## src/rtl/uart_command_recognizer_macros.svh

```systemverilog
// assertion macros for the uart command recognizer
// used by the rtl files that carry concurrent checks; no other dependencies
`ifndef UART_COMMAND_RECOGNIZER_MACROS_SVH
`define UART_COMMAND_RECOGNIZER_MACROS_SVH
`ifndef SYNTHESIS
`define UCR_ASSERT_SAME(label, clk, rst, ante, cons) \
   label: assert property (@(posedge clk) disable iff (rst) (ante) |-> (cons)) \
      else $error("same-cycle check failed");
`define UCR_ASSERT_NEXT(label, clk, rst, ante, cons) \
   label: assert property (@(posedge clk) disable iff (rst) (ante) |=> (cons)) \
      else $error("next-cycle check failed");
`else
`define UCR_ASSERT_SAME(label, clk, rst, ante, cons)
`define UCR_ASSERT_NEXT(label, clk, rst, ante, cons)
`endif
`endif

```

## src/rtl/ucr_pkg.sv

```systemverilog
// shared types and constants for the uart command recognizer
// no dependencies
package ucr_pkg;

   localparam int BUFFER_DEPTH_DEFAULT      = 64;
   localparam int MAX_EXTRA_COLOURS_DEFAULT = 7;
   localparam int INDEX_WIDTH               = 6;

   localparam logic [7:0] CHAR_CR    = 8'h0d;
   localparam logic [7:0] CHAR_SPACE = 8'h20;
   localparam logic [7:0] CHAR_0     = 8'h30;
   localparam logic [7:0] CHAR_1     = 8'h31;
   localparam logic [7:0] CHAR_3     = 8'h33;
   localparam logic [7:0] CHAR_7     = 8'h37;
   localparam logic [7:0] CHAR_LA    = 8'h61;
   localparam logic [7:0] CHAR_LE    = 8'h65;
   localparam logic [7:0] CHAR_LG    = 8'h67;
   localparam logic [7:0] CHAR_LN    = 8'h6e;
   localparam logic [7:0] CHAR_LR    = 8'h72;
   localparam logic [7:0] CHAR_LS    = 8'h73;
   localparam logic [7:0] CHAR_LT    = 8'h74;
   localparam logic [7:0] CHAR_LW    = 8'h77;
   localparam logic [7:0] CHAR_LY    = 8'h79;
   localparam logic [7:0] CHAR_LZ    = 8'h7a;

   typedef enum logic [3:0] {
      ST_START   = 4'd0,
      ST_NEW_N   = 4'd1,
      ST_NEW_E   = 4'd2,
      ST_NEW_W   = 4'd3,
      ST_NEW_SP  = 4'd4,
      ST_COLOURS = 4'd5,
      ST_PERIOD  = 4'd6,
      ST_SET_S   = 4'd7,
      ST_SET_E   = 4'd8,
      ST_SET_T   = 4'd9,
      ST_SET_SP  = 4'd10,
      ST_TEXT    = 4'd11
   } parse_state_type;

   typedef enum logic [2:0] {
      RES_OK      = 3'd0,
      RES_UNKNOWN = 3'd1,
      RES_CREATE  = 3'd2,
      RES_PERIOD  = 3'd3,
      RES_CHANGE  = 3'd4,
      RES_TEXT    = 3'd5
   } result_code_type;

   typedef struct packed {
      result_code_type        result_code;
      logic                   store_valid;
      logic [7:0]             store_char;
      logic [INDEX_WIDTH-1:0] store_index;
      logic                   buffer_overflow;
   } rsp_item_type;

   function automatic logic is_colour(input logic [7:0] c);
      return (c == CHAR_LG) || (c == CHAR_LR) || (c == CHAR_LY) || (c == CHAR_LN);
   endfunction

   function automatic logic is_lower(input logic [7:0] c);
      return (c >= CHAR_LA) && (c <= CHAR_LZ);
   endfunction

endpackage

```

## src/rtl/ucr_req_stage.sv

```systemverilog
// input register of the uart command recognizer
// holds one request until the parse stage can take it; uses ucr_pkg
module ucr_req_stage
   import ucr_pkg::*;
(
   input  logic       clock,
   input  logic       reset,
   input  logic       req_valid,
   output logic       req_stall,
   input  logic [7:0] req_symbol,
   input  logic       req_clear_before,
   input  logic       advance,
   output logic       item_valid,
   output logic [7:0] item_symbol,
   output logic       item_clear_before
);

   logic       valid_ff;
   logic       valid_in;
   logic [7:0] symbol_ff;
   logic       clear_ff;
   logic       load;

   assign req_stall = valid_ff && !advance;
   assign load      = req_valid && !req_stall;
   assign valid_in  = load ? 1'b1 : (advance ? 1'b0 : valid_ff);

   always_ff @(posedge clock) begin
      if (reset) begin
         valid_ff <= 1'b0;
      end else begin
         valid_ff <= valid_in;
      end
   end

   always_ff @(posedge clock) begin
      if (load) begin
         symbol_ff <= req_symbol;
         clear_ff  <= req_clear_before;
      end
   end

   assign item_valid        = valid_ff;
   assign item_symbol       = symbol_ff;
   assign item_clear_before = clear_ff;

endmodule

```

## src/rtl/ucr_parser.sv

```systemverilog
// command parser: state register, colour counter, buffer fill count and
// the combinational step logic; uses ucr_pkg and the assertion macros
`include "uart_command_recognizer_macros.svh"
module ucr_parser
   import ucr_pkg::*;
#(
   parameter int BUFFER_DEPTH      = BUFFER_DEPTH_DEFAULT,
   parameter int MAX_EXTRA_COLOURS = MAX_EXTRA_COLOURS_DEFAULT
) (
   input  logic         clock,
   input  logic         reset,
   input  logic         fire,
   input  logic [7:0]   symbol,
   input  logic         clear_before,
   output rsp_item_type result
);

   localparam int FILL_WIDTH = $clog2(BUFFER_DEPTH + 1);
   localparam logic [FILL_WIDTH-1:0] FILL_FULL = FILL_WIDTH'(BUFFER_DEPTH);
   localparam logic [2:0] EXTRA_MAX = 3'(MAX_EXTRA_COLOURS);

   parse_state_type       state_ff;
   parse_state_type       state_in;
   logic [2:0]            extra_ff;
   logic [2:0]            extra_in;
   logic [FILL_WIDTH-1:0] fill_ff;
   logic [FILL_WIDTH-1:0] fill_in;
   logic [FILL_WIDTH-1:0] fill_base;
   logic                  want_append;
   logic                  fail;
   logic                  done;
   logic                  full;
   result_code_type       res;

   always_ff @(posedge clock) begin
      if (reset) begin
         state_ff <= ST_START;
         extra_ff <= '0;
         fill_ff  <= '0;
      end else if (fire) begin
         state_ff <= state_in;
         extra_ff <= extra_in;
         fill_ff  <= fill_in;
      end
   end

   assign fill_base = clear_before ? '0 : fill_ff;
   assign full      = fill_base >= FILL_FULL;

   always_comb begin
      state_in    = state_ff;
      extra_in    = extra_ff;
      res         = RES_OK;
      done        = 1'b0;
      fail        = 1'b0;
      want_append = 1'b0;
      unique case (state_ff)
         ST_START: begin
            if (symbol == CHAR_LN) state_in = ST_NEW_N;
            else if (symbol == CHAR_LS) state_in = ST_SET_S;
            else fail = 1'b1;
         end
         ST_NEW_N: begin
            if (symbol == CHAR_LE) state_in = ST_NEW_E;
            else fail = 1'b1;
         end
         ST_NEW_E: begin
            if (symbol == CHAR_LW) state_in = ST_NEW_W;
            else fail = 1'b1;
         end
         ST_NEW_W: begin
            if (symbol == CHAR_SPACE) state_in = ST_NEW_SP;
            else fail = 1'b1;
         end
         ST_NEW_SP: begin
            if (is_colour(symbol)) begin
               state_in    = ST_COLOURS;
               want_append = 1'b1;
            end else fail = 1'b1;
         end
         ST_COLOURS: begin
            if (symbol == CHAR_CR) begin
               extra_in = '0;
               state_in = ST_PERIOD;
               res      = RES_CREATE;
               done     = 1'b1;
            end else if (is_colour(symbol)) begin
               want_append = 1'b1;
               extra_in    = extra_ff + 3'd1;
            end else fail = 1'b1;
         end
         ST_PERIOD: begin
            if (symbol >= CHAR_1 && symbol <= CHAR_3) begin
               state_in    = ST_START;
               want_append = 1'b1;
               res         = RES_PERIOD;
               done        = 1'b1;
            end else fail = 1'b1;
         end
         ST_SET_S: begin
            if (symbol == CHAR_LE) state_in = ST_SET_E;
            else fail = 1'b1;
         end
         ST_SET_E: begin
            if (symbol == CHAR_LT) state_in = ST_SET_T;
            else fail = 1'b1;
         end
         ST_SET_T: begin
            if (symbol == CHAR_SPACE) state_in = ST_SET_SP;
            else fail = 1'b1;
         end
         ST_SET_SP: begin
            if (symbol >= CHAR_0 && symbol <= CHAR_7) begin
               state_in    = ST_START;
               want_append = 1'b1;
               res         = RES_CHANGE;
               done        = 1'b1;
            end else if (is_lower(symbol)) begin
               state_in    = ST_TEXT;
               want_append = 1'b1;
            end else fail = 1'b1;
         end
         ST_TEXT: begin
            if (symbol == CHAR_CR) begin
               state_in = ST_START;
               res      = RES_TEXT;
               done     = 1'b1;
            end else if (is_lower(symbol) || symbol == CHAR_SPACE) begin
               want_append = 1'b1;
            end else fail = 1'b1;
         end
         default: fail = 1'b1;
      endcase

      if (fail) begin
         state_in = ST_START;
         extra_in = '0;
         res      = RES_UNKNOWN;
         done     = 1'b1;
      end

      // eighth colour closes the scheme at once
      if (!done && extra_in >= EXTRA_MAX) begin
         extra_in = '0;
         state_in = ST_PERIOD;
         res      = RES_CREATE;
      end

      if (fail) fill_in = '0;
      else if (want_append && !full) fill_in = fill_base + 1'b1;
      else fill_in = fill_base;

      result.result_code     = res;
      result.store_valid     = want_append && !full;
      result.store_char      = (want_append && !full) ? symbol : 8'd0;
      result.store_index     = (want_append && !full) ? INDEX_WIDTH'(fill_base) : '0;
      result.buffer_overflow = want_append && full;
   end

   `UCR_ASSERT_SAME(a_unknown_no_store, clock, reset, fire && result.result_code == RES_UNKNOWN, !result.store_valid && !result.buffer_overflow)
   `UCR_ASSERT_NEXT(a_unknown_restart, clock, reset, fire && result.result_code == RES_UNKNOWN, state_ff == ST_START && extra_ff == 3'd0 && fill_ff == '0)
   `UCR_ASSERT_NEXT(a_store_counts, clock, reset, fire && result.store_valid && !clear_before, fill_ff == $past(fill_ff) + 1'b1)
   `UCR_ASSERT_NEXT(a_create_waits_period, clock, reset, fire && result.result_code == RES_CREATE, state_ff == ST_PERIOD && extra_ff == 3'd0)

endmodule

```

## src/rtl/ucr_rsp_stage.sv

```systemverilog
// result register of the uart command recognizer
// holds one response while the receiver stalls; uses ucr_pkg
module ucr_rsp_stage
   import ucr_pkg::*;
(
   input  logic         clock,
   input  logic         reset,
   input  logic         item_valid,
   input  rsp_item_type item,
   output logic         advance,
   output logic         rsp_valid,
   input  logic         rsp_stall,
   output logic [2:0]   rsp_result_code,
   output logic         rsp_store_valid,
   output logic [7:0]   rsp_store_char,
   output logic [5:0]   rsp_store_index,
   output logic         rsp_buffer_overflow
);

   logic         valid_ff;
   logic         valid_in;
   rsp_item_type item_ff;
   logic         open;

   assign open     = !valid_ff || !rsp_stall;
   assign advance  = item_valid && open;
   assign valid_in = open ? item_valid : valid_ff;

   always_ff @(posedge clock) begin
      if (reset) begin
         valid_ff <= 1'b0;
      end else begin
         valid_ff <= valid_in;
      end
   end

   always_ff @(posedge clock) begin
      if (advance) begin
         item_ff <= item;
      end
   end

   assign rsp_valid           = valid_ff;
   assign rsp_result_code     = item_ff.result_code;
   assign rsp_store_valid     = item_ff.store_valid;
   assign rsp_store_char      = item_ff.store_char;
   assign rsp_store_index     = item_ff.store_index;
   assign rsp_buffer_overflow = item_ff.buffer_overflow;

endmodule

```

## src/rtl/uart_command_recognizer.sv

```systemverilog
// uart command recognizer, top level
// request channel (req_*): one received byte and a clear flag per request
// response channel (rsp_*): exactly one response per request, in order
// "new " plus colour letters g r y n reports create scheme on carriage return
// or on the eighth colour, then expects a period digit 1..3; "set " plus one
// digit 0..7 reports a scheme change, "set " plus lower-case text and
// carriage return reports a text line; stored bytes come with their index
// the response is valid once its request has passed the input register and
// then the result register, which waits while a stalled response holds it
// one request per cycle while no response stalls, since the parse step
// between the input register and the result register is combinational
// a stalled response holds; the input register still takes one request,
// after which req_stall follows rsp_stall
// reset clears the valid flags of both stages, the parse state, colour count and fill count
// depends on ucr_pkg, ucr_req_stage, ucr_parser, ucr_rsp_stage
module uart_command_recognizer
   import ucr_pkg::*;
#(
   parameter int BUFFER_DEPTH      = BUFFER_DEPTH_DEFAULT,
   parameter int MAX_EXTRA_COLOURS = MAX_EXTRA_COLOURS_DEFAULT
) (
   input  logic       clock,
   input  logic       reset,
   input  logic       req_valid,
   output logic       req_stall,
   input  logic [7:0] req_symbol,
   input  logic       req_clear_before,
   output logic       rsp_valid,
   input  logic       rsp_stall,
   output logic [2:0] rsp_result_code,
   output logic       rsp_store_valid,
   output logic [7:0] rsp_store_char,
   output logic [5:0] rsp_store_index,
   output logic       rsp_buffer_overflow
);

   logic         item_valid;
   logic [7:0]   item_symbol;
   logic         item_clear_before;
   logic         advance;
   rsp_item_type parse_result;

   ucr_req_stage u_req_stage (
      .clock             (clock),
      .reset             (reset),
      .req_valid         (req_valid),
      .req_stall         (req_stall),
      .req_symbol        (req_symbol),
      .req_clear_before  (req_clear_before),
      .advance           (advance),
      .item_valid        (item_valid),
      .item_symbol       (item_symbol),
      .item_clear_before (item_clear_before)
   );

   ucr_parser #(
      .BUFFER_DEPTH      (BUFFER_DEPTH),
      .MAX_EXTRA_COLOURS (MAX_EXTRA_COLOURS)
   ) u_parser (
      .clock        (clock),
      .reset        (reset),
      .fire         (advance),
      .symbol       (item_symbol),
      .clear_before (item_clear_before),
      .result       (parse_result)
   );

   ucr_rsp_stage u_rsp_stage (
      .clock               (clock),
      .reset               (reset),
      .item_valid          (item_valid),
      .item                (parse_result),
      .advance             (advance),
      .rsp_valid           (rsp_valid),
      .rsp_stall           (rsp_stall),
      .rsp_result_code     (rsp_result_code),
      .rsp_store_valid     (rsp_store_valid),
      .rsp_store_char      (rsp_store_char),
      .rsp_store_index     (rsp_store_index),
      .rsp_buffer_overflow (rsp_buffer_overflow)
   );

endmodule
```

## config.mk

```make
export PLATFORM = sky130hd
export DESIGN_NAME = uart_command_recognizer
export DESIGN_NICKNAME = d
export VERILOG_FILES = /design/src/rtl/ucr_pkg.sv /design/src/rtl/ucr_req_stage.sv /design/src/rtl/ucr_parser.sv /design/src/rtl/ucr_rsp_stage.sv /design/src/rtl/uart_command_recognizer.sv
export VERILOG_INCLUDE_DIRS = /design/src /design/src/rtl
export SDC_FILE = /design/constraint.sdc
export NUM_CORES = 1
export LEC_CHECK = 0
export BUFFER_PORTS_ARGS = -buffer_cell sky130_fd_sc_hd__buf_2
export CAP_MARGIN = 20
export CORE_ASPECT_RATIO = 1.4
export CORE_MARGIN = 2
export CORE_UTILIZATION = 43
export CTS_BUF_LIST = sky130_fd_sc_hd__clkbuf_4
export DETAILED_ROUTE_END_ITERATION = 6
export MAX_ROUTING_LAYER = met4
export PLACE_DENSITY = 0.69
export SYNTH_ARGS = -nofsm -noshare
export SYNTH_HDL_FRONTEND = slang
export SYNTH_HIERARCHICAL = 1
export SYNTH_SLANG_ARGS = --single-unit
```

## constraint.sdc

```tcl
create_clock -name clock -period 4 [get_ports clock]
set_clock_uncertainty 0.1 [all_clocks]
set_input_delay 0.6 -clock clock [delete_from_list [all_inputs] [get_ports clock]]
set_output_delay 0.6 -clock clock [all_outputs]
set_load 0.02 [all_outputs]
```

# [Word-level counts from Yosys, hierarchy flattened]
# Cells that the tools add are included.
[word_totals] mem_bits_ro=0 inputBits=13 wordCells=143 regBits=44 out_inout_bits=21 latch_bits=0 mem_bits_rw=0 memories=0
[classes] mux=59 n_div=0 n_reduce_logical=28 mul=0 magnitude_cmp=8 n_bitwise=0 shift=0 add_sub_neg=2 n_eq_ne=33
[ops] op="$eq A8 B7 Y1 const B" count=8
[ops] op="$mux W4" count=16
[ops] op="$pmux W4 S12" count=1
[ops] op="$ne A4 B1 Y1 const B" count=10
[ops] op="$mux W1" count=25
[ops] op="$mux W3" count=7
[ops] op="$mux W7" count=3
[ops] op="$eq A4 B3 Y1 const B" count=4
[ops] op="$eq A4 B4 Y1 const B" count=4
[ops] op="$ge A8 B6 Y1 const B" count=2
[ops] op="$le A8 B6 Y1 const B" count=2
[ops] op="$reduce_and A14 Y1" count=1
[ops] op="$reduce_bool A14 Y1" count=1
[ops] op="$pmux W3 S4" count=1
[ops] op="$ne A5 B1 Y1 const B" count=2
[ops] op="$pmux W1 S10" count=1
[ops] op="$logic_and A1 B1 Y1" count=9
[ops] op="$eq A4 B2 Y1 const B" count=2
[ops] op="$eq A8 B4 Y1 const B" count=1
[ops] op="$eq A8 B6 Y1 const B" count=1
[ops] op="$ge A8 B7 Y1 const B" count=1
[ops] op="$le A8 B7 Y1 const B" count=1
[ops] op="$reduce_or A2 Y1" count=4
[ops] op="$add A7 B1 Y7 const B" count=1
[ops] op="11 further kinds" count=22

# [Longest topological paths before layout]
[logic_depth] word_depth=12 ltp_mapped=10

# [Modules after synthesis]
# The synthesis kept the hierarchy.
[by_module_without_submodules] mod="ucr_parser" instances=1 seq_area_each_um2=280.3 cells_per_inst=235 area_each_um2=1756.7
[by_module_without_submodules] mod="ucr_rsp_stage" instances=1 seq_area_each_um2=590.6 cells_per_inst=23 area_each_um2=606.8
[by_module_without_submodules] mod="ucr_req_stage" instances=1 seq_area_each_um2=290.3 cells_per_inst=13 area_each_um2=320.3

# [Least setup slack after synthesis]
# Ideal clock, no wire load.
[synth_path] kind="input-to-reg" from="input rsp_stall" to="register u_parser.fill_ff[5]" cell_stages=6 path_slack_ps=845 arrival_ps=2964 setup_ps=91 path_cell_list="a21boi_1 clkbuf_1 inv_1 nor4_4 a41oi_1 a311oi_1"
[synth_via] elab_chain_cells=3
[synth_rtl] item="from (decl)" line="uart_command_recognizer.sv:29" source="input logic rsp_stall,"
[synth_rtl] item="$logic_not A1 Y1" line="ucr_rsp_stage.sv:25" source="assign open = !valid_ff || !rsp_stall;"
[synth_rtl] item="$logic_or A1 B1 Y1" line="ucr_rsp_stage.sv:25"
[synth_rtl] item="$logic_and A1 B1 Y1" line="ucr_rsp_stage.sv:26" source="assign advance = item_valid && open;"
[synth_rtl] item="to (signal assigned)" line="ucr_parser.sv:43" source="fill_ff <= fill_in;"
[synth_rtl] item="to (decl)" line="ucr_parser.sv:26" source="logic [FILL_WIDTH-1:0] fill_ff;"
# No other way between the ends.
# A chain may end at the register's enable or synchronous reset.

# [Final worst setup path]
[layout_path] from="register u_parser.state_ff[0]" to="register u_parser.state_ff[2]"
[layout_via] elab_chain_cells=8 elab_cells_between_ends=40
[layout_rtl] item="from (decl)" line="ucr_parser.sv:22" source="parse_state_type state_ff;"
[layout_rtl] item="from (signal assigned)" line="ucr_parser.sv:41" source="state_ff <= state_in;"
[layout_rtl] item="$eq A4 B2 Y1 (tied with other cells)" line="ucr_parser.sv:57" source="unique case (state_ff)"
[layout_rtl] item="$reduce_or A2 Y1 (no source line)"
[layout_rtl] item="$pmux W1 S10 or $pmux W1 S3 (tied branches)" line="ucr_parser.sv:57"
[layout_rtl] item="$mux W3 or $mux W1 (tied branches)" line="ucr_parser.sv:135" source="if (fail) begin"
[layout_rtl] item="$ge A3 B3 Y1 or $logic_not A1 Y1 (tied branches)" line="ucr_parser.sv:143" source="if (!done && extra_in >= EXTRA_MAX) begin"
[layout_rtl] item="$logic_and A1 B1 Y1" line="ucr_parser.sv:143"
[layout_rtl] item="$reduce_bool A14 Y1 (no source line) (tied with other cells)"
[layout_rtl] item="$reduce_and A14 Y1 (no source line)"
# Several ways; a longest one is shown, not always the timed one.

==> metrics.txt <==
#FFs+latches synth 44; H-Tree Level Count 2; core area 6130 um^2; routed len/inst 17.4 um; min cycle time layout 2.94 ns; synthesized area 2680 um^2; asr flop ratio synth 0; hold_buf cts 0; Nets 313; Top Ports 34; worst r2r path cells 7; # port buffers 33; Worst Hold End u_req_stage/item_symbol[1]; Fmax 340 MHz; placed cells 362; final setup vio count 0; Die W 70.8 um; final hold violations 0; CTS tree built; Final Routed Wirelength 6.44 mm; critical hold path startpoint req_symbol[1]; hold path depth 1; Setup Buffers After CTS 0; final worst slack 1.06 ns; Rows 34; largest net degree at the start of global routing 28; pre-CTS setup slack 1.15 ns; share of cells above drive strength 1 0.211; ANT cells 0; Fill cells 607; post-synth cell types 71; vias in the first global route 2137; Clock Latency Late Sink 0.34 ns; Leakage 1.01 nW; Mapped Cells 271; CP required 4.19 ns; fin cells 370; Area Growth Syn to Fin 9.32%; initial antenna violation count 0; DIE HEIGHT 97.5 um; clock sinks 44; Vias 2242; Critical Path AT 3.13 ns; EDFF count, synth 28; worst reg2reg path startpoint u_parser/state_ff[0]; setup tns final 0 ns; Least-Margin Pin Slew 0.854 ns; Routed Antenna Nets 0; cts repair resizes 0; type of origin of the critical path flip-flop; critical path peak fanout 19; Max Slew Vio Count 0; grt ovf 0; Via density 6.06; CP Capture Type flip-flop; R2R setup slack 1.06 ns; initial core utilization 0.438; Syn Area/Cell 9.90 um^2; first-pass GRT wire length 10.4 mm; Synth Warn # 6; placed inst area 2880 um^2; Cell Pwr Density 273 nW/um^2; fin area 2930 um^2; status finished clean; detailed placer's ending HPWL 4.84 mm; Root Buffer clkbuf_4; Die ar. 6900 um^2; Primary FF master, synth edfxtp_1; Clock transition at path regs 0.12 ns; Max Cap Viol 0; drt pass-1 iters 5; Max clock buf depth 2; Worst slew margin 0.429; RePlAce Congestion 0.938; number of DRC markers in iteration 0 140; worst hold path class input port to flip-flop; fin crit share 0.736; Tot GR Track Use 0.196; reg2reg end u_parser/state_ff[2]; WS Path Type flip-flop to flip-flop; Post-Synthesis Net Count 287; detailed-route DRC error count 0; clock buffer count from CTS 5; post-synthesis sequential area ratio 0.433; Peak VDD IR 184 uV; RSZ-0062 raised after global routing no
[cell type report]
type,count,area [um^2],share of cell area
repair buffers,36,188,0.0640
well taps,72,90.1,0.0307
multi-input cells,204,1420,0.484
flip-flops and latches,44,1160,0.396
clock buffers,6,45.0,0.0154
clock inverters,2,7.51,0.00256
inverters,6,22.5,0.00768
[report_power, final]
part	switching (mW)	internal, mW	total [mW]
sequential	0.0181	0.500	0.518
clock	0.131	0.0721	0.204
combinational	0.0508	0.0273	0.0781
[metal layers]
metal	GRT usage	share of wire	vias up
li1	-	-	1091
met1	0.223	0.39	1065
met2	0.332	0.53	69
met3	0.0259	0.042	17
met4	0.102	0.037	0
met5	-	0	-
[sequential cells by signal, indices dropped and copies added, names as in the netlist]
| name | cells |
|---|---|
| u_rsp_stage/rsp_store_index | 6 |
| u_parser/state_ff | 4 |
| u_rsp_stage/rsp_valid | 1 |
| u_req_stage/item_clear_before | 1 |
| u_req_stage/item_symbol | 8 |
| u_rsp_stage/rsp_buffer_overflow | 1 |
| u_rsp_stage/rsp_store_char | 8 |
| u_req_stage/item_valid | 1 |
| u_parser/extra_ff | 3 |
| u_rsp_stage/rsp_result_code | 3 |
| u_parser/fill_ff | 7 |
| u_rsp_stage/rsp_store_valid | 1 |
[kinds of logic (layout without fill, tap and decap cells)]
kind of cell / Yosys count / count (layout) / share of synthesized area
buffers and inverters: 23 / 50 / 0.0396
AO/OA/AOI/OAI: 80 / 80 / 0.224
adder cells (fa/ha/maj): 3 / 3 / 0.0140
AND/OR/NAND/NOR: 120 / 120 / 0.289
other: 1 / 1 / 0.00140
flip-flops: 44 / 44 / 0.433
[cells in the mapped netlist (all sizes together) (3+ instances only)]
master | number | area share
a21boi | 5 | 0.014
a21o | 3 | 0.0084
a21oi | 18 | 0.034
a311oi | 3 | 0.0098
a31oi | 6 | 0.014
and2 | 8 | 0.019
and3 | 5 | 0.012
and3b | 4 | 0.013
buf | 7 | 0.017
clkbuf | 10 | 0.014
dfxtp | 16 | 0.12
edfxtp | 28 | 0.31
ha | 3 | 0.014
inv | 6 | 0.0084
nand2 | 23 | 0.032
nand2b | 6 | 0.014
nand3 | 7 | 0.013
nand4 | 10 | 0.023
nand4b | 3 | 0.0098
nor2 | 15 | 0.021
nor2b | 10 | 0.026
nor4 | 4 | 0.023
nor4b | 4 | 0.018
o211ai | 3 | 0.010
o21a | 3 | 0.0084
o21ai | 10 | 0.019
o22ai | 3 | 0.0070
o31a | 3 | 0.0098
or2 | 5 | 0.012
[worst max-delay path: stages (launching register included)]
cell,delay [ns]
dfxtp_1,0.70
nand4bb_1,0.33
a21oi_1,0.27
o21ai_1,0.16
a2111oi_4,0.44
o211ai_2,0.27
a2111oi_2,0.37
o221a_1,0.24
[metrics by stage]
stage / utilization / total power [mW] / hold WS [ns]
2_1_floorplan: - / 0.579 / 0.345
3_3_place_gp: 0.470 / 0.606 / 0.357
3_5_place_dp: 0.470 / 0.607 / 0.363
4_1_cts: 0.479 / 0.814 / 0.298
5_1_grt: 0.479 / 0.836 / 0.292
6_report: 0.479 / 0.800 / 0.318
[worst max-delay path by stage]
stage / from / end / slack (ns) / depth (start not counted)
final: u_parser/state_ff[0] / u_parser/state_ff[2] / 1.06 / 7
after global routing: u_parser/state_ff[0] / u_parser/state_ff[2] / 0.82 / 7
after CTS: u_req_stage/item_symbol[1] / u_parser/fill_ff[4] / 1.10 / 7
after detailed placement: u_req_stage/item_symbol[1] / u_parser/fill_ff[4] / 1.15 / 7
after global placement: u_req_stage/item_symbol[4] / u_parser/fill_ff[4] / 1.18 / 7
after floorplan: rsp_stall / u_parser/fill_ff[5] / 0.85 / 6
[placed cells by master, fill, tap and decap left out, drive strengths merged, types with 3 or more instances in the layout]
cell type | Yosys | layout
nor4 | 4 | 4
a31oi | 6 | 6
a21boi | 5 | 5
nand4 | 10 | 10
nor2 | 15 | 15
or2 | 5 | 5
nand4b | 3 | 3
o21ai | 10 | 10
nand2 | 23 | 23
o21a | 3 | 3
dfxtp | 16 | 16
o22ai | 3 | 3
a21o | 3 | 3
o211ai | 3 | 3
inv | 6 | 6
buf | 7 | 36
a21oi | 18 | 18
nand2b | 6 | 6
and3 | 5 | 5
nor4b | 4 | 4
ha | 3 | 3
and2 | 8 | 8
o31a | 3 | 3
edfxtp | 28 | 28
nor2b | 10 | 10
a311oi | 3 | 3
clkbuf | 10 | 6
nand3 | 7 | 7
and3b | 4 | 4
Power figures use the tool's default switching activity.
